==> src/sv/mlfc_pkg.sv <==
// ============================================================================
// mlfc_pkg: shared definitions for the motion light fade controller
// Holds field widths, reset values, register indexes and the sequencer states.
// ============================================================================
`default_nettype none

package mlfc_pkg;

    // Field widths
    localparam int DUTY_W      = 8;
    localparam int TIME_W      = 32;
    localparam int HOLD_W      = 16;
    localparam int FADE_W      = 16;
    localparam int FRAME_CNT_W = 4;
    localparam int CFG_IDX_W   = 8;
    localparam int CFG_DATA_W  = 16;

    // Derived arithmetic widths
    localparam int MS_PER_S_W  = 10;
    localparam int HOLD_LIM_W  = HOLD_W + MS_PER_S_W;
    localparam int PROD_W      = DUTY_W + FADE_W;
    localparam int DIV_STEPS   = PROD_W;
    localparam int DIV_CNT_W   = $clog2(DIV_STEPS);

    localparam logic [MS_PER_S_W-1:0] MS_PER_S = MS_PER_S_W'(1000);

    // Parameter defaults
    localparam int FRAME_PERIOD_MS_DEF     = 20;
    localparam int NOTIFY_EVERY_FRAMES_DEF = 10;

    // Register indexes
    localparam logic [CFG_IDX_W-1:0] REG_AUTO_ENABLED = CFG_IDX_W'(0);
    localparam logic [CFG_IDX_W-1:0] REG_AUTO_LEVEL   = CFG_IDX_W'(1);
    localparam logic [CFG_IDX_W-1:0] REG_AUTO_HOLD    = CFG_IDX_W'(2);
    localparam logic [CFG_IDX_W-1:0] REG_FADE_DUR     = CFG_IDX_W'(3);

    // Register reset values
    localparam logic [DUTY_W-1:0] AUTO_LEVEL_RST = DUTY_W'(255);
    localparam logic [HOLD_W-1:0] AUTO_HOLD_RST  = HOLD_W'(60);
    localparam logic [FADE_W-1:0] FADE_DUR_RST   = FADE_W'(500);

    // Sequencer states
    typedef enum logic [3:0] {
        ST_IDLE,
        ST_HOLD,
        ST_AUTO,
        ST_FRAME,
        ST_ELAPSED,
        ST_END,
        ST_DIV,
        ST_APPLY,
        ST_DONE
    } mlfc_state_t;

endpackage

`default_nettype wire

==> src/sv/mlfc_if.sv <==
// ============================================================================
// mlfc_if: channel interfaces of the motion light fade controller
// Input request, result request and configuration write channels.
// ============================================================================
`default_nettype none

// Input request channel: tick or manual command.
interface mlfc_item_if;
    logic                            valid;
    logic                            ready;
    logic                            cmd;
    logic [mlfc_pkg::TIME_W-1:0]     now_ms;
    logic                            motion;
    logic [mlfc_pkg::DUTY_W-1:0]     level;

    modport source (output valid, cmd, now_ms, motion, level, input ready);
    modport sink   (input valid, cmd, now_ms, motion, level, output ready);
endinterface

// Result request channel.
interface mlfc_result_if;
    logic                            valid;
    logic                            ready;
    logic [mlfc_pkg::DUTY_W-1:0]     duty;
    logic                            light_on;
    logic                            auto_on;
    logic                            fading;
    logic                            changed;

    modport source (output valid, duty, light_on, auto_on, fading, changed, input ready);
    modport sink   (input valid, duty, light_on, auto_on, fading, changed, output ready);
endinterface

// Configuration write channel.
interface mlfc_cfg_if;
    logic                              valid;
    logic                              ready;
    logic [mlfc_pkg::CFG_IDX_W-1:0]    index;
    logic [mlfc_pkg::CFG_DATA_W-1:0]   data;

    modport source (output valid, index, data, input ready);
    modport sink   (input valid, index, data, output ready);
endinterface

`default_nettype wire

==> src/sv/motion_light_fade_controller.sv <==
// ============================================================================
// motion_light_fade_controller: PWM light with motion timeout and linear fade
// Sequencer that applies manual and motion requests, then advances a fade
// frame through one multiplier step and a restoring divider.
// ============================================================================
//
//  Channel | Modport | Request carries                       | Accepted when
//  --------+---------+--------------------------------------+-------------------
//  item    | sink    | cmd, now_ms, motion, level           | valid && ready
//  result  | source  | duty, light_on, auto_on, fading, ... | valid && ready
//  cfg     | sink    | index, data                          | valid (ready = 1)
//
//  A manual command passes the hold, auto and done steps; a tick adds the frame
//  step, a frame that ends the fade the elapsed and end steps, and an intermediate
//  frame the bit-serial divider (one quotient bit per cycle) and the apply step.
//  The item channel is ready only while the sequencer is idle.
//  A finished result waits in the output register; the sequencer stalls in its
//  last step only if the previous result has not been taken yet.
//  Reset is asynchronous, active low; the request latch, working and payload registers are not reset.
//
`default_nettype none

module motion_light_fade_controller #(
    parameter int FRAME_PERIOD_MS     = mlfc_pkg::FRAME_PERIOD_MS_DEF,
    parameter int NOTIFY_EVERY_FRAMES = mlfc_pkg::NOTIFY_EVERY_FRAMES_DEF
) (
    input  wire           clk,
    input  wire           rst_n,
    mlfc_item_if.sink     item,
    mlfc_result_if.source result,
    mlfc_cfg_if.sink      cfg
);
    import mlfc_pkg::*;

    localparam logic [TIME_W-1:0]      FRAME_PERIOD = TIME_W'(FRAME_PERIOD_MS);
    localparam logic [FRAME_CNT_W-1:0] NOTIFY_CNT   = FRAME_CNT_W'(NOTIFY_EVERY_FRAMES);
    localparam logic [DIV_CNT_W-1:0]   DIV_LAST     = DIV_CNT_W'(DIV_STEPS - 1);

    // Sequencer
    mlfc_state_t state_reg, state_next;

    // Configuration registers
    logic              auto_enabled_reg;
    logic [DUTY_W-1:0] auto_level_reg;
    logic [HOLD_W-1:0] auto_hold_reg;
    logic [FADE_W-1:0] fade_dur_reg;

    // Controller state
    logic [DUTY_W-1:0]      brightness_reg, brightness_next;
    logic [DUTY_W-1:0]      start_level_reg, start_level_next;
    logic [DUTY_W-1:0]      target_level_reg, target_level_next;
    logic [TIME_W-1:0]      start_time_reg, start_time_next;
    logic [FADE_W-1:0]      fade_length_reg, fade_length_next;
    logic [TIME_W-1:0]      last_frame_reg, last_frame_next;
    logic [FRAME_CNT_W-1:0] frame_count_reg, frame_count_next;
    logic                   fade_active_reg, fade_active_next;
    logic                   auto_active_reg, auto_active_next;
    logic [TIME_W-1:0]      motion_time_reg, motion_time_next;
    logic                   changed_reg, changed_next;

    // Latched request and working registers
    logic                   cmd_reg;
    logic [TIME_W-1:0]      now_reg;
    logic                   motion_reg;
    logic [DUTY_W-1:0]      level_reg;
    logic [HOLD_LIM_W-1:0]  hold_limit_reg, hold_limit_next;
    logic [TIME_W-1:0]      elapsed_reg, elapsed_next;
    logic [FADE_W:0]        rem_reg, rem_next;
    logic [PROD_W-1:0]      quo_reg, quo_next;
    logic [DIV_CNT_W-1:0]   div_cnt_reg, div_cnt_next;

    // Output register
    logic              out_valid_reg, out_valid_next;
    logic [DUTY_W-1:0] out_duty_reg;
    logic              out_auto_reg;
    logic              out_fading_reg;
    logic              out_changed_reg;

    // Shared handshake and condition signals
    logic              item_take;
    logic              out_load;
    logic [TIME_W-1:0] hold_diff;
    logic              hold_expired;
    logic [TIME_W-1:0] frame_diff;
    logic              frame_due;
    logic              fade_ends;
    logic [FADE_W:0]   div_trial;
    logic              div_ge;
    logic              fade_down;
    logic [DUTY_W-1:0] span_mag;
    logic              req_valid;
    logic [DUTY_W-1:0] req_level;

    assign item.ready = (state_reg == ST_IDLE);
    assign cfg.ready  = 1'b1;
    assign item_take  = item.valid && item.ready;
    assign out_load   = (state_reg == ST_DONE) && (!out_valid_reg || result.ready);

    // Hold timeout and frame throttle compares
    assign hold_diff    = now_reg - motion_time_reg;
    assign hold_expired = hold_diff >= TIME_W'(hold_limit_reg);
    assign frame_diff   = now_reg - last_frame_reg;
    assign frame_due    = fade_active_reg && (frame_diff >= FRAME_PERIOD);
    assign fade_ends    = (fade_length_reg == '0)
                          || (elapsed_reg >= TIME_W'(fade_length_reg));

    // Restoring divider step: one quotient bit per cycle
    assign div_trial = {rem_reg[FADE_W-1:0], quo_reg[PROD_W-1]};
    assign div_ge    = div_trial >= {1'b0, fade_length_reg};

    // Fade direction and span magnitude
    assign fade_down = target_level_reg < start_level_reg;
    assign span_mag  = fade_down ? (start_level_reg - target_level_reg)
                                 : (target_level_reg - start_level_reg);

    // Configuration writes
    always_ff @(posedge clk or negedge rst_n)
    begin
        if (!rst_n)
        begin
            auto_enabled_reg <= 1'b0;
            auto_level_reg   <= AUTO_LEVEL_RST;
            auto_hold_reg    <= AUTO_HOLD_RST;
            fade_dur_reg     <= FADE_DUR_RST;
        end
        else if (cfg.valid && cfg.ready)
        begin
            unique case (cfg.index)
                REG_AUTO_ENABLED: auto_enabled_reg <= cfg.data[0];
                REG_AUTO_LEVEL:   auto_level_reg   <= cfg.data[DUTY_W-1:0];
                REG_AUTO_HOLD:    auto_hold_reg    <= cfg.data[HOLD_W-1:0];
                REG_FADE_DUR:     fade_dur_reg     <= cfg.data[FADE_W-1:0];
                default:          ;
            endcase
        end
    end

    // Next state of the sequencer
    always_comb
    begin
        state_next = state_reg;
        unique case (state_reg)
            ST_IDLE:    if (item_take) state_next = ST_HOLD;
            ST_HOLD:    state_next = ST_AUTO;
            ST_AUTO:    state_next = cmd_reg ? ST_DONE : ST_FRAME;
            ST_FRAME:   state_next = frame_due ? ST_ELAPSED : ST_DONE;
            ST_ELAPSED: state_next = ST_END;
            ST_END:     state_next = fade_ends ? ST_DONE : ST_DIV;
            ST_DIV:     if (div_cnt_reg == DIV_LAST) state_next = ST_APPLY;
            ST_APPLY:   state_next = ST_DONE;
            ST_DONE:    if (out_load) state_next = ST_IDLE;
            default:    state_next = ST_IDLE;
        endcase
    end

    // Duty request raised in the auto step, and the changed flag
    always_comb
    begin
        req_valid        = 1'b0;
        req_level        = '0;
        auto_active_next = auto_active_reg;
        motion_time_next = motion_time_reg;
        changed_next     = changed_reg;
        if (state_reg == ST_IDLE)
        begin
            changed_next = 1'b0;
        end
        else if (state_reg == ST_AUTO)
        begin
            if (cmd_reg)
            begin
                auto_active_next = 1'b0;
                req_valid        = 1'b1;
                req_level        = level_reg;
                changed_next     = (level_reg != brightness_reg);
            end
            else if (auto_enabled_reg)
            begin
                if (motion_reg)
                begin
                    if (!auto_active_reg)
                    begin
                        if (brightness_reg == '0)
                        begin
                            req_valid        = 1'b1;
                            req_level        = auto_level_reg;
                            auto_active_next = 1'b1;
                            motion_time_next = now_reg;
                            changed_next     = 1'b1;
                        end
                    end
                    else
                    begin
                        motion_time_next = now_reg;
                    end
                end
                else if (auto_active_reg && hold_expired)
                begin
                    req_valid        = 1'b1;
                    req_level        = '0;
                    auto_active_next = 1'b0;
                    changed_next     = 1'b1;
                end
            end
        end
        else if (state_reg == ST_END)
        begin
            if (fade_ends)
                changed_next = 1'b1;
        end
        else if (state_reg == ST_APPLY)
        begin
            if (frame_count_reg + 1'b1 >= NOTIFY_CNT)
                changed_next = 1'b1;
        end
    end

    // Fade datapath: hold limit, request apply, frame throttle, multiply, divide, apply
    always_comb
    begin
        brightness_next   = brightness_reg;
        start_level_next  = start_level_reg;
        target_level_next = target_level_reg;
        start_time_next   = start_time_reg;
        fade_length_next  = fade_length_reg;
        last_frame_next   = last_frame_reg;
        frame_count_next  = frame_count_reg;
        fade_active_next  = fade_active_reg;
        hold_limit_next   = hold_limit_reg;
        elapsed_next      = elapsed_reg;
        rem_next          = rem_reg;
        quo_next          = quo_reg;
        div_cnt_next      = div_cnt_reg;
        unique case (state_reg)
            ST_HOLD:
            begin
                hold_limit_next = HOLD_LIM_W'(auto_hold_reg) * HOLD_LIM_W'(MS_PER_S);
            end
            ST_AUTO:
            begin
                if (req_valid && (req_level != brightness_reg))
                begin
                    if (fade_dur_reg == '0)
                    begin
                        brightness_next  = req_level;
                        fade_active_next = 1'b0;
                    end
                    else
                    begin
                        fade_length_next  = fade_dur_reg;
                        start_level_next  = brightness_reg;
                        target_level_next = req_level;
                        frame_count_next  = '0;
                        start_time_next   = now_reg;
                        fade_active_next  = 1'b1;
                    end
                end
            end
            ST_FRAME:
            begin
                if (frame_due)
                    last_frame_next = now_reg;
            end
            ST_ELAPSED:
            begin
                elapsed_next = (now_reg >= start_time_reg) ? (now_reg - start_time_reg) : '0;
            end
            ST_END:
            begin
                if (fade_ends)
                begin
                    brightness_next  = target_level_reg;
                    fade_active_next = 1'b0;
                end
                else
                begin
                    quo_next     = PROD_W'(span_mag) * PROD_W'(elapsed_reg[FADE_W-1:0]);
                    rem_next     = '0;
                    div_cnt_next = '0;
                end
            end
            ST_DIV:
            begin
                rem_next     = div_ge ? (div_trial - {1'b0, fade_length_reg}) : div_trial;
                quo_next     = {quo_reg[PROD_W-2:0], div_ge};
                div_cnt_next = div_cnt_reg + 1'b1;
            end
            ST_APPLY:
            begin
                brightness_next = fade_down ? (start_level_reg - quo_reg[DUTY_W-1:0])
                                            : (start_level_reg + quo_reg[DUTY_W-1:0]);
                frame_count_next = frame_count_reg + 1'b1;
                if (frame_count_reg + 1'b1 >= NOTIFY_CNT)
                    frame_count_next = '0;
            end
            default:
            begin
            end
        endcase
    end

    // Output valid tracking
    always_comb
    begin
        out_valid_next = out_valid_reg;
        if (out_load)
            out_valid_next = 1'b1;
        else if (result.ready)
            out_valid_next = 1'b0;
    end

    // Control and controller state registers
    always_ff @(posedge clk or negedge rst_n)
    begin
        if (!rst_n)
        begin
            state_reg        <= ST_IDLE;
            brightness_reg   <= '0;
            start_level_reg  <= '0;
            target_level_reg <= '0;
            start_time_reg   <= '0;
            fade_length_reg  <= '0;
            last_frame_reg   <= '0;
            frame_count_reg  <= '0;
            fade_active_reg  <= 1'b0;
            auto_active_reg  <= 1'b0;
            motion_time_reg  <= '0;
            changed_reg      <= 1'b0;
            out_valid_reg    <= 1'b0;
        end
        else
        begin
            state_reg        <= state_next;
            brightness_reg   <= brightness_next;
            start_level_reg  <= start_level_next;
            target_level_reg <= target_level_next;
            start_time_reg   <= start_time_next;
            fade_length_reg  <= fade_length_next;
            last_frame_reg   <= last_frame_next;
            frame_count_reg  <= frame_count_next;
            fade_active_reg  <= fade_active_next;
            auto_active_reg  <= auto_active_next;
            motion_time_reg  <= motion_time_next;
            changed_reg      <= changed_next;
            out_valid_reg    <= out_valid_next;
        end
    end

    // Request latch, working registers and result payload
    always_ff @(posedge clk)
    begin
        if (item_take)
        begin
            cmd_reg    <= item.cmd;
            now_reg    <= item.now_ms;
            motion_reg <= item.motion;
            level_reg  <= item.level;
        end
        hold_limit_reg <= hold_limit_next;
        elapsed_reg    <= elapsed_next;
        rem_reg        <= rem_next;
        quo_reg        <= quo_next;
        div_cnt_reg    <= div_cnt_next;
        if (out_load)
        begin
            out_duty_reg    <= brightness_reg;
            out_auto_reg    <= auto_active_reg;
            out_fading_reg  <= fade_active_reg;
            out_changed_reg <= changed_reg;
        end
    end

    assign result.valid    = out_valid_reg;
    assign result.duty     = out_duty_reg;
    assign result.light_on = (out_duty_reg != '0);
    assign result.auto_on  = out_auto_reg;
    assign result.fading   = out_fading_reg;
    assign result.changed  = out_changed_reg;

    // A running fade always has a nonzero length.
    a_fade_len: assert property (@(posedge clk) disable iff (!rst_n)
        fade_active_reg |-> (fade_length_reg != '0))
        else $error("fade active with zero length");

    // The divided step never exceeds the span of the fade.
    a_quot_span: assert property (@(posedge clk) disable iff (!rst_n)
        (state_reg == ST_APPLY) |->
            ((quo_reg[PROD_W-1:DUTY_W] == '0) && (quo_reg[DUTY_W-1:0] <= span_mag)))
        else $error("fade quotient beyond span");

    // An accepted request starts the sequence and closes the input.
    a_accept_seq: assert property (@(posedge clk) disable iff (!rst_n)
        item_take |=> ((state_reg == ST_HOLD) && !item.ready))
        else $error("sequencer did not start on accepted request");

endmodule

`default_nettype wire

==> src/flat_wrapper.sv <==
// flat-port wrapper written by rule: the top's interface ports become plain ports
module motion_light_fade_controller_flat import mlfc_pkg::*;
#(
    parameter int FRAME_PERIOD_MS     = mlfc_pkg::FRAME_PERIOD_MS_DEF,
    parameter int NOTIFY_EVERY_FRAMES = mlfc_pkg::NOTIFY_EVERY_FRAMES_DEF
)
  (clk, rst_n, item_valid, item_cmd, item_now_ms, item_motion, item_level, item_ready, result_valid, result_duty, result_light_on, result_auto_on, result_fading, result_changed, result_ready, cfg_valid, cfg_index, cfg_data, cfg_ready);
  mlfc_item_if item_i ();
  mlfc_result_if result_i ();
  mlfc_cfg_if cfg_i ();
  input  wire clk;
  input  wire rst_n;
  input wire logic [$bits(item_i.valid)-1:0] item_valid;
  input wire logic [$bits(item_i.cmd)-1:0] item_cmd;
  input wire logic [$bits(item_i.now_ms)-1:0] item_now_ms;
  input wire logic [$bits(item_i.motion)-1:0] item_motion;
  input wire logic [$bits(item_i.level)-1:0] item_level;
  output wire logic [$bits(item_i.ready)-1:0] item_ready;
  output wire logic [$bits(result_i.valid)-1:0] result_valid;
  output wire logic [$bits(result_i.duty)-1:0] result_duty;
  output wire logic [$bits(result_i.light_on)-1:0] result_light_on;
  output wire logic [$bits(result_i.auto_on)-1:0] result_auto_on;
  output wire logic [$bits(result_i.fading)-1:0] result_fading;
  output wire logic [$bits(result_i.changed)-1:0] result_changed;
  input wire logic [$bits(result_i.ready)-1:0] result_ready;
  input wire logic [$bits(cfg_i.valid)-1:0] cfg_valid;
  input wire logic [$bits(cfg_i.index)-1:0] cfg_index;
  input wire logic [$bits(cfg_i.data)-1:0] cfg_data;
  output wire logic [$bits(cfg_i.ready)-1:0] cfg_ready;
  assign item_i.valid = item_valid;
  assign item_i.cmd = item_cmd;
  assign item_i.now_ms = item_now_ms;
  assign item_i.motion = item_motion;
  assign item_i.level = item_level;
  assign item_ready = item_i.ready;
  assign result_valid = result_i.valid;
  assign result_duty = result_i.duty;
  assign result_light_on = result_i.light_on;
  assign result_auto_on = result_i.auto_on;
  assign result_fading = result_i.fading;
  assign result_changed = result_i.changed;
  assign result_i.ready = result_ready;
  assign cfg_i.valid = cfg_valid;
  assign cfg_i.index = cfg_index;
  assign cfg_i.data = cfg_data;
  assign cfg_ready = cfg_i.ready;
  motion_light_fade_controller #(.FRAME_PERIOD_MS(FRAME_PERIOD_MS), .NOTIFY_EVERY_FRAMES(NOTIFY_EVERY_FRAMES)) u_core (.clk(clk), .rst_n(rst_n), .item(item_i), .result(result_i), .cfg(cfg_i));
endmodule
==> config.mk <==
export PLATFORM = sky130hd
export DESIGN_NAME = motion_light_fade_controller_flat
export DESIGN_NICKNAME = d
export VERILOG_FILES = /design/src/sv/mlfc_pkg.sv /design/src/sv/mlfc_if.sv /design/src/sv/motion_light_fade_controller.sv /design/src/flat_wrapper.sv
export SDC_FILE = /design/constraint.sdc
export NUM_CORES = 1
export LEC_CHECK = 0
export ABC_AREA = 1
export BUFFER_PORTS_ARGS = -buffer_cell sky130_fd_sc_hd__buf_4
export CORE_MARGIN = 4
export CORE_UTILIZATION = 30
export CTS_BUF_LIST = sky130_fd_sc_hd__clkbuf_2 sky130_fd_sc_hd__clkbuf_4 sky130_fd_sc_hd__clkbuf_8
export CTS_CLUSTER_SIZE = 28
export DETAILED_ROUTE_END_ITERATION = 10
export SYNTH_ARGS = -nofsm -noshare
export SYNTH_HDL_FRONTEND = slang
export SYNTH_SLANG_ARGS = --single-unit
==> constraint.sdc <==
create_clock -name clk -period 9.3 [get_ports clk]
set_clock_uncertainty 0.1 [all_clocks]
set_input_delay 0.93 -clock clk [delete_from_list [all_inputs] [get_ports clk]]
set_output_delay 0.93 -clock clk [all_outputs]
set_load 0.02 [all_outputs]
==> impl_metrics.ini <==
[synth]
synth_top_family_by_area = adder cells
ys_ff_latch = 342
synth.distinct_cells = 63
syn_area_per_cell_um2 = 8.00
synth_adder_area_share_pct = 21.9
syn-num-nets = 4103
synth_top_area_share_pct = 15.9
synth_warnings = 0
yosys.area.top_type = edfxtp_1
synth-async-reset-ratio_pct = 55.3
yosysSeqAreaShare_pct = 32.3
synth_edf_count = 153
synthSimpleGateAreaFrac_pct = 20.0
synth_compound_area_share_pct = 11.5
syn_inst = 3613
ys_top_cells_by_area = edfxtp_1, dfrtp_1, ha_1
synthFlopType = dfrtp_1
synth_common_cells = nand2_1, inv_1, nor2_1, ha_1, o21ai_0
synth_mux_area_share_pct = 0.0692
synthXorXnorAreaFrac_pct = 4.24
netlist_area_um2 = 28900
synth.most_common_cell = nand2_1

[floorplanning]
placementRows = 113
die_x_um = 318
dieArea_um2 = 101000
die-height_um = 318
io_pins = 86
start_util_pct = 30.3
coreArea_um2 = 95300

[clock_tree]
cts_resized = 0
clock_latency_ns = 0.66
cts_root_buf = clkbuf_8
cts.hold.buffers_added = 0
path_clk_slew_ns = 0.06
post-cts-setup-buffers = 0
h-tree-depth = 3
cts_sinks = 342
tritoncts = done
cts.path.max_buffers = 3
numCtsBuffers = 67

[sta]
setup_tns_ns = 0
fmax_ghz = 0.136
hold_violations = 0
setup_viol = 0
period_minus_slack_ns = 7.36
hold_ws_ns = 0.146
worstMarginPinSlew_ns = 1.17
finalMaxSlewViolations = 0
max_slew_margin_pct = 21.7
rsz0062_at_grt = false
post-route-period-util_pct = 79.1

[routing]
num_vias = 23500
dr.pass1.iters = 7
post_drt_wl_per_cell_um = 15.2
routed_via_density = 4.67
route.detailed.drc = 0
wl_um = 76600
ant_nets = 0
drt_iter0_drc = 1638

[grt]
grt_pass1_vias = 23300
grt_max_degree = 77
grt_usage_pct = 15.0
grt_pass1_wl_um = 124000
grt_overflow = 0
antenna_found_initial = 2

[setup_path]
end_kind = flop
crit_top_cell = inv_1
required_ns = 9.58
worst_setup_path_start_kind = flop
r2r_cells = 32
critPathMaxFanout = 16
worstSetupPathType = reg -> reg
r2r_start = u_core.target_level_reg[0]
slowest_stage = fa_1
cp.arrival_ns = 7.64
cp-endpoint = u_core.quo_reg[21]
rrSetupSlack_ns = 1.94
r2r_end = u_core.quo_reg[21]
cpPeakStageDelay_ns = 0.55
startpoint = u_core.target_level_reg[0]

[status]
outcome = complete, no violations

[cells_and_area]
fill_cells = 10200
final_nets = 4210
syn2layout_area_growth_pct = 12.1
drive_gt1_share_pct = 8.96
fin_util_pct = 34.0
fin_cells = 5039

[placed_design]
io_buffers = 84
place.gp.congestion = 0.909
hpwl_um = 60400
dp.cells = 4916

[run]
maxCapViolCount = 0

[min_path]
min_path_type = in -> async
==> logic make-up (layout without fill, tap and decap cells) <==
logic type	Yosys count	count (layout)
AO/OA/AOI/OAI	596	596
buffers and inverters	729	888
other	1	3
AND/OR/NAND/NOR	1384	1384
adder cells (fa/ha/maj)	419	419
multiplexers	2	2
flip-flops	342	342
XOR/XNOR	140	140
==> how the worst min path moves through the flow <==
stage,startpoint,slack [ns],end
after floorplan,u_core.fade_active_reg,0.32,u_core.result.fading
after global placement,u_core.last_frame_reg[13],0.36,u_core.last_frame_reg[13]
after detailed placement,u_core.last_frame_reg[16],0.36,u_core.last_frame_reg[16]
after CTS,rst_n,0.10,u_core.last_frame_reg[21]
after global routing,rst_n,0.14,u_core.brightness_reg[1]
final,rst_n,0.15,u_core.brightness_reg[1]
==> metrics by stage <==
stage,setup slack [ns],cell area (µm²)
floorplan,2.77,28900
global placement,2.01,31000
detailed placement,1.93,31000
CTS,1.90,32400
global route,1.28,32400
finish,1.94,32400
==> layer usage <==
layer  vias up  share of wire [%]  GRT usage [%]
li1      11900                  -              -
met1     11100                 46           19.9
met2       428                 48           25.5
met3        97                3.8           2.15
met4         0                2.4           3.88
met5         -                  0              0
==> critical path, delay by kind of cell, from the launching register on <==
kind,cells,cell delay [ns]
fa+ha+maj,7,2.86
simple gates,9,1.53
flops,1,0.39
buf+inv,9,0.78
compound gates,7,1.43
==> placed cells by master (no fill, tap or decap), types with 5 or more instances in the layout <==
| cell type | count |
|---|---|
| clkbuf_8 | 77 |
| nor2_1 | 307 |
| edfxtp_1 | 153 |
| nand2_2 | 5 |
| clkbuf_4 | 14 |
| xor2_1 | 87 |
| nor3_1 | 28 |
| fa_1 | 145 |
| a21o_1 | 13 |
| o21ai_0 | 220 |
| or2_2 | 16 |
| inv_1 | 643 |
| dfstp_2 | 18 |
| xnor2_1 | 53 |
| nand2_1 | 798 |
| nand3_1 | 91 |
| a21oi_2 | 18 |
| o221ai_1 | 9 |
| o21ai_2 | 8 |
| o21bai_1 | 15 |
| a31oi_1 | 26 |
| dfrtp_1 | 171 |
| nor2_2 | 20 |
| clkinv_2 | 15 |
| clkinv_1 | 8 |
| a21boi_0 | 9 |
| o31ai_1 | 6 |
| ha_1 | 274 |
| inv_2 | 15 |
| o21ai_1 | 35 |
| nand4_1 | 73 |
| nor4_1 | 19 |
| a21oi_1 | 213 |
| buf_4 | 105 |
==> cell type report <==
class | instances | area [µm²] | area share [%]
multi-input combinational | 2542 | 16800 | 51.7
antenna | 2 | 5.00 | 0.0154
tap | 1265 | 1580 | 4.88
clock buffer | 90 | 1150 | 3.55
timing repair buffer | 106 | 802 | 2.47
sequential | 342 | 9350 | 28.8
inverter | 661 | 2480 | 7.65
clock inverter | 31 | 289 | 0.891
Power is left out: the tool's default activity adds up to more than one toggle a clock period on the data nets, which glitch-free logic cannot reach.
